<file path="config.mk">
export PLATFORM = sky130hd
export DESIGN_NAME = rc4_stream_cipher
export DESIGN_NICKNAME = d
export VERILOG_FILES = /design/src/hdl/rc4_pkg.sv /design/src/hdl/rc4_ram.sv /design/src/hdl/rc4_stream_cipher.sv
export SDC_FILE = /design/constraint.sdc
export NUM_CORES = 2
export LEC_CHECK = 0
export BUFFER_PORTS_ARGS = -buffer_cell sky130_fd_sc_hd__buf_2
export CORE_ASPECT_RATIO = 0.6
export CORE_UTILIZATION = 53
export DETAILED_ROUTE_END_ITERATION = 8
export GPL_TIMING_DRIVEN = 1
export PLACE_DENSITY_LB_ADDON = 0.05
export SKIP_CTS_REPAIR_TIMING = 1
export SLEW_MARGIN = 20
export SYNTH_ARGS = -nofsm -noshare
export SYNTH_HDL_FRONTEND = slang
export SYNTH_SLANG_ARGS = --single-unit
</file>
<file path="constraint.sdc">
create_clock -name clk_i -period 41.2 [get_ports clk_i]
set_clock_uncertainty 0.2 [all_clocks]
set_input_delay 8.24 -clock clk_i [delete_from_list [all_inputs] [get_ports clk_i]]
set_output_delay 8.24 -clock clk_i [all_outputs]
set_load 0.01 [all_outputs]
</file>
<file path="src/hdl/rc4_pkg.sv">
// Shared constants, types and the sequencer microcode for the RC4 stream cipher.
// Depends on nothing; used by rc4_stream_cipher.
package rc4_pkg;

  localparam int BYTE_W        = 8;
  localparam int SBOX_DEPTH    = 256;
  localparam int SBOX_AW       = $clog2(SBOX_DEPTH);
  localparam int KEY_W         = 64;
  localparam int KEY_BYTES_DEF = 8;
  localparam int KEY_SEL_W     = $clog2(KEY_W / BYTE_W);
  localparam int STEP_W        = 4;

  // Item kinds carried on tuser
  localparam logic OP_CIPHER = 1'b0;
  localparam logic OP_REKEY  = 1'b1;

  // Microprogram addresses
  typedef enum logic [STEP_W-1:0] {
    S_FILL     = 4'd0,
    S_FILL_END = 4'd1,
    S_KSA0     = 4'd2,
    S_KSA1     = 4'd3,
    S_KSA2     = 4'd4,
    S_KSA3     = 4'd5,
    S_KSA_END  = 4'd6,
    S_IDLE     = 4'd7,
    S_PR0      = 4'd8,
    S_PR1      = 4'd9,
    S_PR2      = 4'd10
  } step_e;

  // Read address select
  typedef enum logic [1:0] {
    RA_INEXT = 2'd0,  // i + 1
    RA_JNEXT = 2'd1,  // freshly summed j
    RA_T     = 2'd2,  // a + read data
    RA_CNT   = 2'd3   // step counter
  } rsel_e;

  // Write address / data select
  typedef enum logic [1:0] {
    WA_CNT_CNT = 2'd0,  // S[cnt] = cnt
    WA_I_RD    = 2'd1,  // S[i]   = read data
    WA_J_A     = 2'd2,  // S[j]   = a
    WA_CNT_RD  = 2'd3   // S[cnt] = read data
  } wsel_e;

  typedef enum logic [1:0] {
    J_HOLD    = 2'd0,
    J_CLEAR   = 2'd1,
    J_ADD_A   = 2'd2,
    J_ADD_KEY = 2'd3
  } jop_e;

  typedef enum logic [1:0] {
    I_HOLD  = 2'd0,
    I_CLEAR = 2'd1,
    I_STEP  = 2'd2
  } iop_e;

  // Sequencing of the step counter
  typedef enum logic [2:0] {
    SEQ_NEXT     = 3'd0,
    SEQ_GOTO     = 3'd1,
    SEQ_LOOP     = 3'd2,  // to target until the counter reaches its top
    SEQ_DISPATCH = 3'd3,  // wait for a transaction, rekey goes to target
    SEQ_KEYED    = 3'd4,  // on to next if rekeying, else to target
    SEQ_OUT      = 3'd5   // hold until the output register is free
  } seq_e;

  typedef struct packed {
    logic  ready;
    logic  rd_en;
    rsel_e rd_sel;
    logic  wr_en;
    wsel_e wr_sel;
    jop_e  j_op;
    iop_e  i_op;
    logic  cnt_inc;
    logic  ld_a;
    logic  ld_b;
    logic  rekey_clr;
    seq_e  seq;
    step_e target;
  } ucode_t;

  // Control store: one word per step
  function automatic ucode_t ucode_rom(input step_e step);
    ucode_t w;
    w = '{ready: 1'b0, rd_en: 1'b0, rd_sel: RA_CNT, wr_en: 1'b0, wr_sel: WA_CNT_CNT,
          j_op: J_HOLD, i_op: I_HOLD, cnt_inc: 1'b0, ld_a: 1'b0, ld_b: 1'b0,
          rekey_clr: 1'b0, seq: SEQ_NEXT, target: S_IDLE};
    case (step)
      S_FILL: begin
        w.wr_en = 1'b1; w.wr_sel = WA_CNT_CNT; w.cnt_inc = 1'b1;
        w.j_op = J_CLEAR; w.i_op = I_CLEAR;
        w.seq = SEQ_LOOP; w.target = S_FILL;
      end
      S_FILL_END: begin
        w.j_op = J_CLEAR; w.seq = SEQ_KEYED; w.target = S_IDLE;
      end
      S_KSA0: begin
        w.rd_en = 1'b1; w.rd_sel = RA_CNT;
      end
      S_KSA1: begin
        w.ld_a = 1'b1; w.j_op = J_ADD_KEY; w.rd_en = 1'b1; w.rd_sel = RA_JNEXT;
      end
      S_KSA2: begin
        w.wr_en = 1'b1; w.wr_sel = WA_CNT_RD;
      end
      S_KSA3: begin
        w.wr_en = 1'b1; w.wr_sel = WA_J_A; w.cnt_inc = 1'b1;
        w.seq = SEQ_LOOP; w.target = S_KSA0;
      end
      S_KSA_END: begin
        w.j_op = J_CLEAR; w.i_op = I_CLEAR; w.rekey_clr = 1'b1;
        w.seq = SEQ_GOTO; w.target = S_IDLE;
      end
      S_IDLE: begin
        w.ready = 1'b1; w.rd_en = 1'b1; w.rd_sel = RA_INEXT; w.i_op = I_STEP;
        w.seq = SEQ_DISPATCH; w.target = S_FILL;
      end
      S_PR0: begin
        w.ld_a = 1'b1; w.j_op = J_ADD_A; w.rd_en = 1'b1; w.rd_sel = RA_JNEXT;
      end
      S_PR1: begin
        w.ld_b = 1'b1; w.wr_en = 1'b1; w.wr_sel = WA_I_RD;
        w.rd_en = 1'b1; w.rd_sel = RA_T;
      end
      S_PR2: begin
        w.wr_en = 1'b1; w.wr_sel = WA_J_A; w.seq = SEQ_OUT; w.target = S_IDLE;
      end
      default: begin
        w.seq = SEQ_GOTO; w.target = S_IDLE;
      end
    endcase
    return w;
  endfunction

endpackage

</file>
<file path="src/hdl/rc4_ram.sv">
// Generic single-write, single-read RAM with registered read data.
// No dependencies.
module rc4_ram #(
  parameter int WIDTH = 8,
  parameter int DEPTH = 256
) (
  input  logic                     clk_i,
  input  logic                     we_i,
  input  logic [$clog2(DEPTH)-1:0] waddr_i,
  input  logic [WIDTH-1:0]         wdata_i,
  input  logic                     re_i,
  input  logic [$clog2(DEPTH)-1:0] raddr_i,
  output logic [WIDTH-1:0]         rdata_o
);

  logic [WIDTH-1:0] mem_q [DEPTH];
  logic [WIDTH-1:0] rdata_q;

  // Write port
  always_ff @(posedge clk_i) begin
    if (we_i) begin
      mem_q[waddr_i] <= wdata_i;
    end
  end

  // Registered read, data held while idle
  always_ff @(posedge clk_i) begin
    if (re_i) begin
      rdata_q <= mem_q[raddr_i];
    end
  end

  assign rdata_o = rdata_q;

endmodule

</file>
<file path="src/hdl/rc4_stream_cipher.sv">
// RC4 stream cipher: microcoded sequencer over a 256 x 8 permutation RAM.
// Cipher byte: taken in S_IDLE, then S_PR0, S_PR1 and S_PR2, which loads the output
// register or holds while it is full; one byte at a time, as the dependent S[i],
// S[j], S[a+b] reads share the one RAM read port. Rekey: identity fill, then S_KSA0
// to S_KSA3 per key-schedule step. Reset: async active low; clears control and key,
// then a RAM identity fill runs, s_axis_tready low. Depends on rc4_pkg and rc4_ram.
module rc4_stream_cipher
  import rc4_pkg::*;
#(
  parameter int KEY_BYTES = KEY_BYTES_DEF
) (
  input  logic              clk_i,
  input  logic              rst_ni,
  // Key register write
  input  logic              key_we_i,
  input  logic [KEY_W-1:0]  key_wdata_i,
  // Input stream
  input  logic              s_axis_tvalid,
  output logic              s_axis_tready,
  input  logic [BYTE_W-1:0] s_axis_tdata,   // [7:0] data_in
  input  logic              s_axis_tlast,   // last_in
  input  logic              s_axis_tuser,   // [0] op
  // Output stream
  output logic              m_axis_tvalid,
  input  logic              m_axis_tready,
  output logic [BYTE_W-1:0] m_axis_tdata,   // [7:0] data_out
  output logic              m_axis_tlast    // last_out
);

  localparam int KIDX_W = (KEY_BYTES > 1) ? $clog2(KEY_BYTES) : 1;

  step_e              upc_q, upc_d;
  ucode_t             uc;
  logic               accept, out_free;
  logic               rekey_q, rekey_d;
  logic [SBOX_AW-1:0] i_q, i_d, j_q, j_d, cnt_q;
  logic [KIDX_W-1:0]  kidx_q, kidx_d;
  logic [KEY_W-1:0]   key_q;
  logic [BYTE_W-1:0]  key_byte;
  logic [BYTE_W-1:0]  a_q, b_q, t_q, din_q, ks;
  logic               lin_q;
  logic               out_valid_q;
  logic [BYTE_W-1:0]  out_data_q;
  logic               out_last_q;
  logic               ram_we;
  logic [SBOX_AW-1:0] ram_waddr, ram_raddr;
  logic [BYTE_W-1:0]  ram_wdata, ram_rdata;
  step_e              step_next;

  // Control word for this step
  assign uc            = ucode_rom(upc_q);
  assign s_axis_tready = uc.ready;
  assign accept        = s_axis_tvalid && uc.ready;
  assign out_free      = !out_valid_q || m_axis_tready;
  assign step_next     = step_e'(STEP_W'(upc_q) + STEP_W'(1));

  // Sequencer: next step
  always_comb begin
    case (uc.seq)
      SEQ_NEXT:     upc_d = step_next;
      SEQ_GOTO:     upc_d = uc.target;
      SEQ_LOOP:     upc_d = (cnt_q != '1) ? uc.target : step_next;
      SEQ_DISPATCH: upc_d = !accept ? upc_q :
                            (s_axis_tuser == OP_REKEY) ? uc.target : step_next;
      SEQ_KEYED:    upc_d = rekey_q ? step_next : uc.target;
      SEQ_OUT:      upc_d = out_free ? uc.target : upc_q;
      default:      upc_d = S_IDLE;
    endcase
  end

  // Key byte for the current schedule step
  assign key_byte = key_q[{KEY_SEL_W'(kidx_q), 3'b000} +: BYTE_W];

  // Index updates
  always_comb begin
    case (uc.j_op)
      J_CLEAR:   j_d = '0;
      J_ADD_A:   j_d = j_q + ram_rdata;
      J_ADD_KEY: j_d = j_q + ram_rdata + key_byte;
      default:   j_d = j_q;
    endcase
    case (uc.i_op)
      I_CLEAR: i_d = '0;
      I_STEP:  i_d = (accept && s_axis_tuser == OP_CIPHER) ? i_q + 1'b1 : i_q;
      default: i_d = i_q;
    endcase
    if (uc.j_op == J_CLEAR) begin
      kidx_d = '0;
    end else if (uc.cnt_inc) begin
      kidx_d = (kidx_q == KIDX_W'(KEY_BYTES - 1)) ? '0 : kidx_q + 1'b1;
    end else begin
      kidx_d = kidx_q;
    end
    rekey_d = rekey_q;
    if (uc.rekey_clr) begin
      rekey_d = 1'b0;
    end else if (accept && s_axis_tuser == OP_REKEY) begin
      rekey_d = 1'b1;
    end
  end

  // RAM address and data selection
  always_comb begin
    case (uc.rd_sel)
      RA_INEXT: ram_raddr = i_q + 1'b1;
      RA_JNEXT: ram_raddr = j_d;
      RA_T:     ram_raddr = a_q + ram_rdata;
      default:  ram_raddr = cnt_q;
    endcase
    ram_we = uc.wr_en;
    case (uc.wr_sel)
      WA_CNT_CNT: begin ram_waddr = cnt_q; ram_wdata = cnt_q;     end
      WA_I_RD:    begin ram_waddr = i_q;   ram_wdata = ram_rdata; end
      WA_J_A:     begin ram_waddr = j_q;   ram_wdata = a_q;       end
      default:    begin ram_waddr = cnt_q; ram_wdata = ram_rdata; end
    endcase
  end

  // Keystream byte; the S[a+b] read overlaps the swap writes, so bypass them
  always_comb begin
    if (t_q == j_q) begin
      ks = a_q;
    end else if (t_q == i_q) begin
      ks = b_q;
    end else begin
      ks = ram_rdata;
    end
  end

  // Control state
  always_ff @(posedge clk_i or negedge rst_ni) begin
    if (!rst_ni) begin
      upc_q       <= S_FILL;
      rekey_q     <= 1'b0;
      i_q         <= '0;
      j_q         <= '0;
      cnt_q       <= '0;
      kidx_q      <= '0;
      key_q       <= '0;
      out_valid_q <= 1'b0;
    end else begin
      upc_q   <= upc_d;
      rekey_q <= rekey_d;
      i_q     <= i_d;
      j_q     <= j_d;
      kidx_q  <= kidx_d;
      if (uc.cnt_inc) begin
        cnt_q <= cnt_q + 1'b1;
      end
      if (key_we_i) begin
        key_q <= key_wdata_i;
      end
      if (uc.seq == SEQ_OUT && out_free) begin
        out_valid_q <= 1'b1;
      end else if (m_axis_tready) begin
        out_valid_q <= 1'b0;
      end
    end
  end

  // Datapath registers
  always_ff @(posedge clk_i) begin
    if (accept) begin
      din_q <= s_axis_tdata;
      lin_q <= s_axis_tlast;
    end
    if (uc.ld_a) begin
      a_q <= ram_rdata;
    end
    if (uc.ld_b) begin
      b_q <= ram_rdata;
      t_q <= a_q + ram_rdata;
    end
    if (uc.seq == SEQ_OUT && out_free) begin
      out_data_q <= din_q ^ ks;
      out_last_q <= lin_q;
    end
  end

  assign m_axis_tvalid = out_valid_q;
  assign m_axis_tdata  = out_data_q;
  assign m_axis_tlast  = out_last_q;

  // Permutation store
  rc4_ram #(
    .WIDTH (BYTE_W),
    .DEPTH (SBOX_DEPTH)
  ) u_sbox (
    .clk_i   (clk_i),
    .we_i    (ram_we),
    .waddr_i (ram_waddr),
    .wdata_i (ram_wdata),
    .re_i    (uc.rd_en),
    .raddr_i (ram_raddr),
    .rdata_o (ram_rdata)
  );

  // Loops finish with the counter wrapped and no rekey pending
  a_idle_clean: assert property (@(posedge clk_i) disable iff (!rst_ni)
    s_axis_tready |-> (cnt_q == '0) && !rekey_q)
    else $error("sequencer idle with loop counter or rekey flag left over");

  // A cipher transaction reaches the output step via S_PR0 and S_PR1
  a_cipher_path: assert property (@(posedge clk_i) disable iff (!rst_ni)
    (s_axis_tvalid && s_axis_tready && s_axis_tuser == OP_CIPHER) |-> ##3 (upc_q == S_PR2))
    else $error("cipher transaction did not reach the output step");

  // A rekey transaction starts the identity fill
  a_rekey_path: assert property (@(posedge clk_i) disable iff (!rst_ni)
    (s_axis_tvalid && s_axis_tready && s_axis_tuser == OP_REKEY)
      |=> (upc_q == S_FILL) && rekey_q)
    else $error("rekey transaction did not start the fill");

endmodule

</file>
==> results_dict.tcl <==
set metrics [dict create \
    clkLatencyLatePin_ps 850 \
    clkSlewWorstSetupHoldPaths_ps 70 \
    cp.required_ps 32760 \
    outcome "completed" \
    postRouteAntennaNets 0 \
    place_ws_ps 30850 \
    path_class "flop to primary output" \
    grt_max_degree 197 \
    hold_depth 0 \
    rows 116 \
    syn_area_per_cell_sq_um 14.03 \
    clkSinkCount 2195 \
    die_w_um 531.2 \
    r2r_end "u_sbox.rdata_o[4]" \
    totalWireLength_um 258400 \
    holdWs_ps 230.0 \
    initial_core_util_pct 53.41 \
    fin_nets 6444 \
    drive_above_1_share_pct 8.862 \
    place_hpwl_um 149700 \
    synth_area_sq_um 89070 \
    grt_first_pass_wirelength_um 372800 \
    drv_cap 0 \
    cts_root_buf "clkbuf_16" \
    io_pins 90 \
    min_period_ps 11320 \
    ff2ff_setup_slack_ps 33000 \
    holdCritPathClass "flop to flop" \
    grt_antenna_before_repair 13 \
    first_global_vias 51080 \
    synth_common_cells "edfxtp_1, nand2_1, nand3_1" \
    end_kind "primary output" \
    ys_top_cells_by_area "edfxtp_1, nand2_1, mux2i_1" \
    postSynth.asyncResetShare_pct 4.419 \
    fmax_mhz 88.31 \
    setup_ws_ps 29880 \
    cts_buffers 203 \
    synthMostInstantiatedCell "edfxtp_1" \
    gr-total-overflow 0 \
    r2r_cells 17 \
    dp_cells 8366 \
    drc 0 \
    track_usage_pct 30.39 \
    tns_ps 0 \
    hold_viol_final 0 \
    ctsLongestPathBuffers 4 \
    die-area_sq_um 169800 \
    drt_first_pass_iters 6 \
    area_growth_syn_to_layout_pct 9.597 \
    crit_arrival_ps 2880 \
    hold_end "m_axis_tlast" \
    synth_top_area_cell "edfxtp_1" \
    synth_top_cell_area_share_pct 70.73 \
    die_h_um 319.5 \
    yosys_warnings 0 \
    synth_cell_types 84 \
    hp-start "lin_q" \
    drt_iter0_markers 8263 \
    min_period_over_period_pct 27.49 \
    coreArea_sq_um 166800 \
    yosysSeqAreaShare_pct 73.46 \
    htree_levels 4 \
    syn_inst 6349 \
    cts_tree "yes" \
    slew_headroom_pct 21.85 \
    ys.flop_type "edfxtp_1" \
    slew_viol_final 0 \
    grt_setup_unrepaired "false" \
    syn_nets 6463 \
    crit_fanout 33 \
    ys_seq_elements 2195 \
    tightestPinTransition_ps 1168 \
    vias 55530 \
    gp_congestion 0.9036 \
    crit_path_start_kind "flop" \
    via_per_inst 6.368 \
    synth_enable_flop_cells 2098 \
    reg2reg_from "u_sbox.rdata_o[0]" \
    fin_cells 8721 \
    portBuffers 89 \
    setup_violations 0 \
    route.detailed.wl_per_inst_um 29.63 \
]
-- cells in the final DEF, fill, tap and decap left out, types with 46 or more instances in the layout --
master	Yosys	layout
edfxtp_1	2098	2098
nand2_1	1403	1401
nand3_1	432	431
nor2_1	326	321
mux2i_1	307	307
a32oi_1	269	269
nand4_1	247	247
clkbuf_16	0	208
dfrtp_1	97	97
buf_2	188	88
buf_4	32	86
and3_1	82	82
mux2_2	72	72
a211oi_1	73	72
clkbuf_1	165	54
clkinv_1	0	52
o21ai_0	54	46
-- layout make-up --
cell class	instances	area [sq um]
sequential	2195	65430
multi-input combinational	3715	21860
clock inverter	90	585.6
antenna	2	5.005
fill	12940	69150
inverter	24	90.09
tap	2242	2805
timing repair buffer	191	1434
clock buffer	262	5408
-- layer usage --
layer	vias to the layer above	wire, um	global-route usage (%)
met5	-	34	0
li1	24040	-	-
met4	6	5697	6.731
met2	2862	104400	40.06
met1	28280	118300	49.75
met3	343	29920	7.800
-- stage by stage --
step | utilization (%) | area [sq um]
6_report | 58.54 | 97620
5_1_grt | 58.53 | 97610
4_1_cts | 58.51 | 97580
3_5_place_dp | 54.92 | 91590
3_3_place_gp | 54.92 | 91580
2_1_floorplan | - | 89070
-- sequential cells by signal (all words and copies together) (netlist names), 3 cells and up --
signal,count
u_sbox.mem_q,2048
key_q,64
a_q,8
b_q,8
cnt_q,8
din_q,8
i_q,8
j_q,8
m_axis_tdata,8
t_q,8
u_sbox.rdata_o,8
upc_q,4
kidx_q,3
-- worst max-delay path by stage --
stage | from | endpoint | slack, ps | depth (start not counted)
global route | upc_q[2] | s_axis_tready | 29700 | 3
floorplan | upc_q[1] | u_sbox.mem_q[0][7] | 26620 | 13
finish | upc_q[2] | s_axis_tready | 29880 | 3
CTS | upc_q[2] | s_axis_tready | 29940 | 3
detailed placement | upc_q[2] | s_axis_tready | 30850 | 3
global placement | upc_q[2] | s_axis_tready | 30920 | 3
-- cell families after synthesis --
logic type,synth area share (%)
and+or+nand+nor,13.01
AOI/OAI and AO/OA,5.453
adders and majority gates,0.5169
buffers and inverters,2.257
DFF,73.46
xor gates and xnor gates,0.5366
muxes,4.765
-- worst max-delay path, cell delays in order, from the launching register on --
cell and delay, ps:
dfrtp_1 980, nand3b_1 540, inv_2 330, buf_2 180
Power is not shown: default switching activity piles up to over one toggle a cycle in this logic, so the estimate is an artifact.
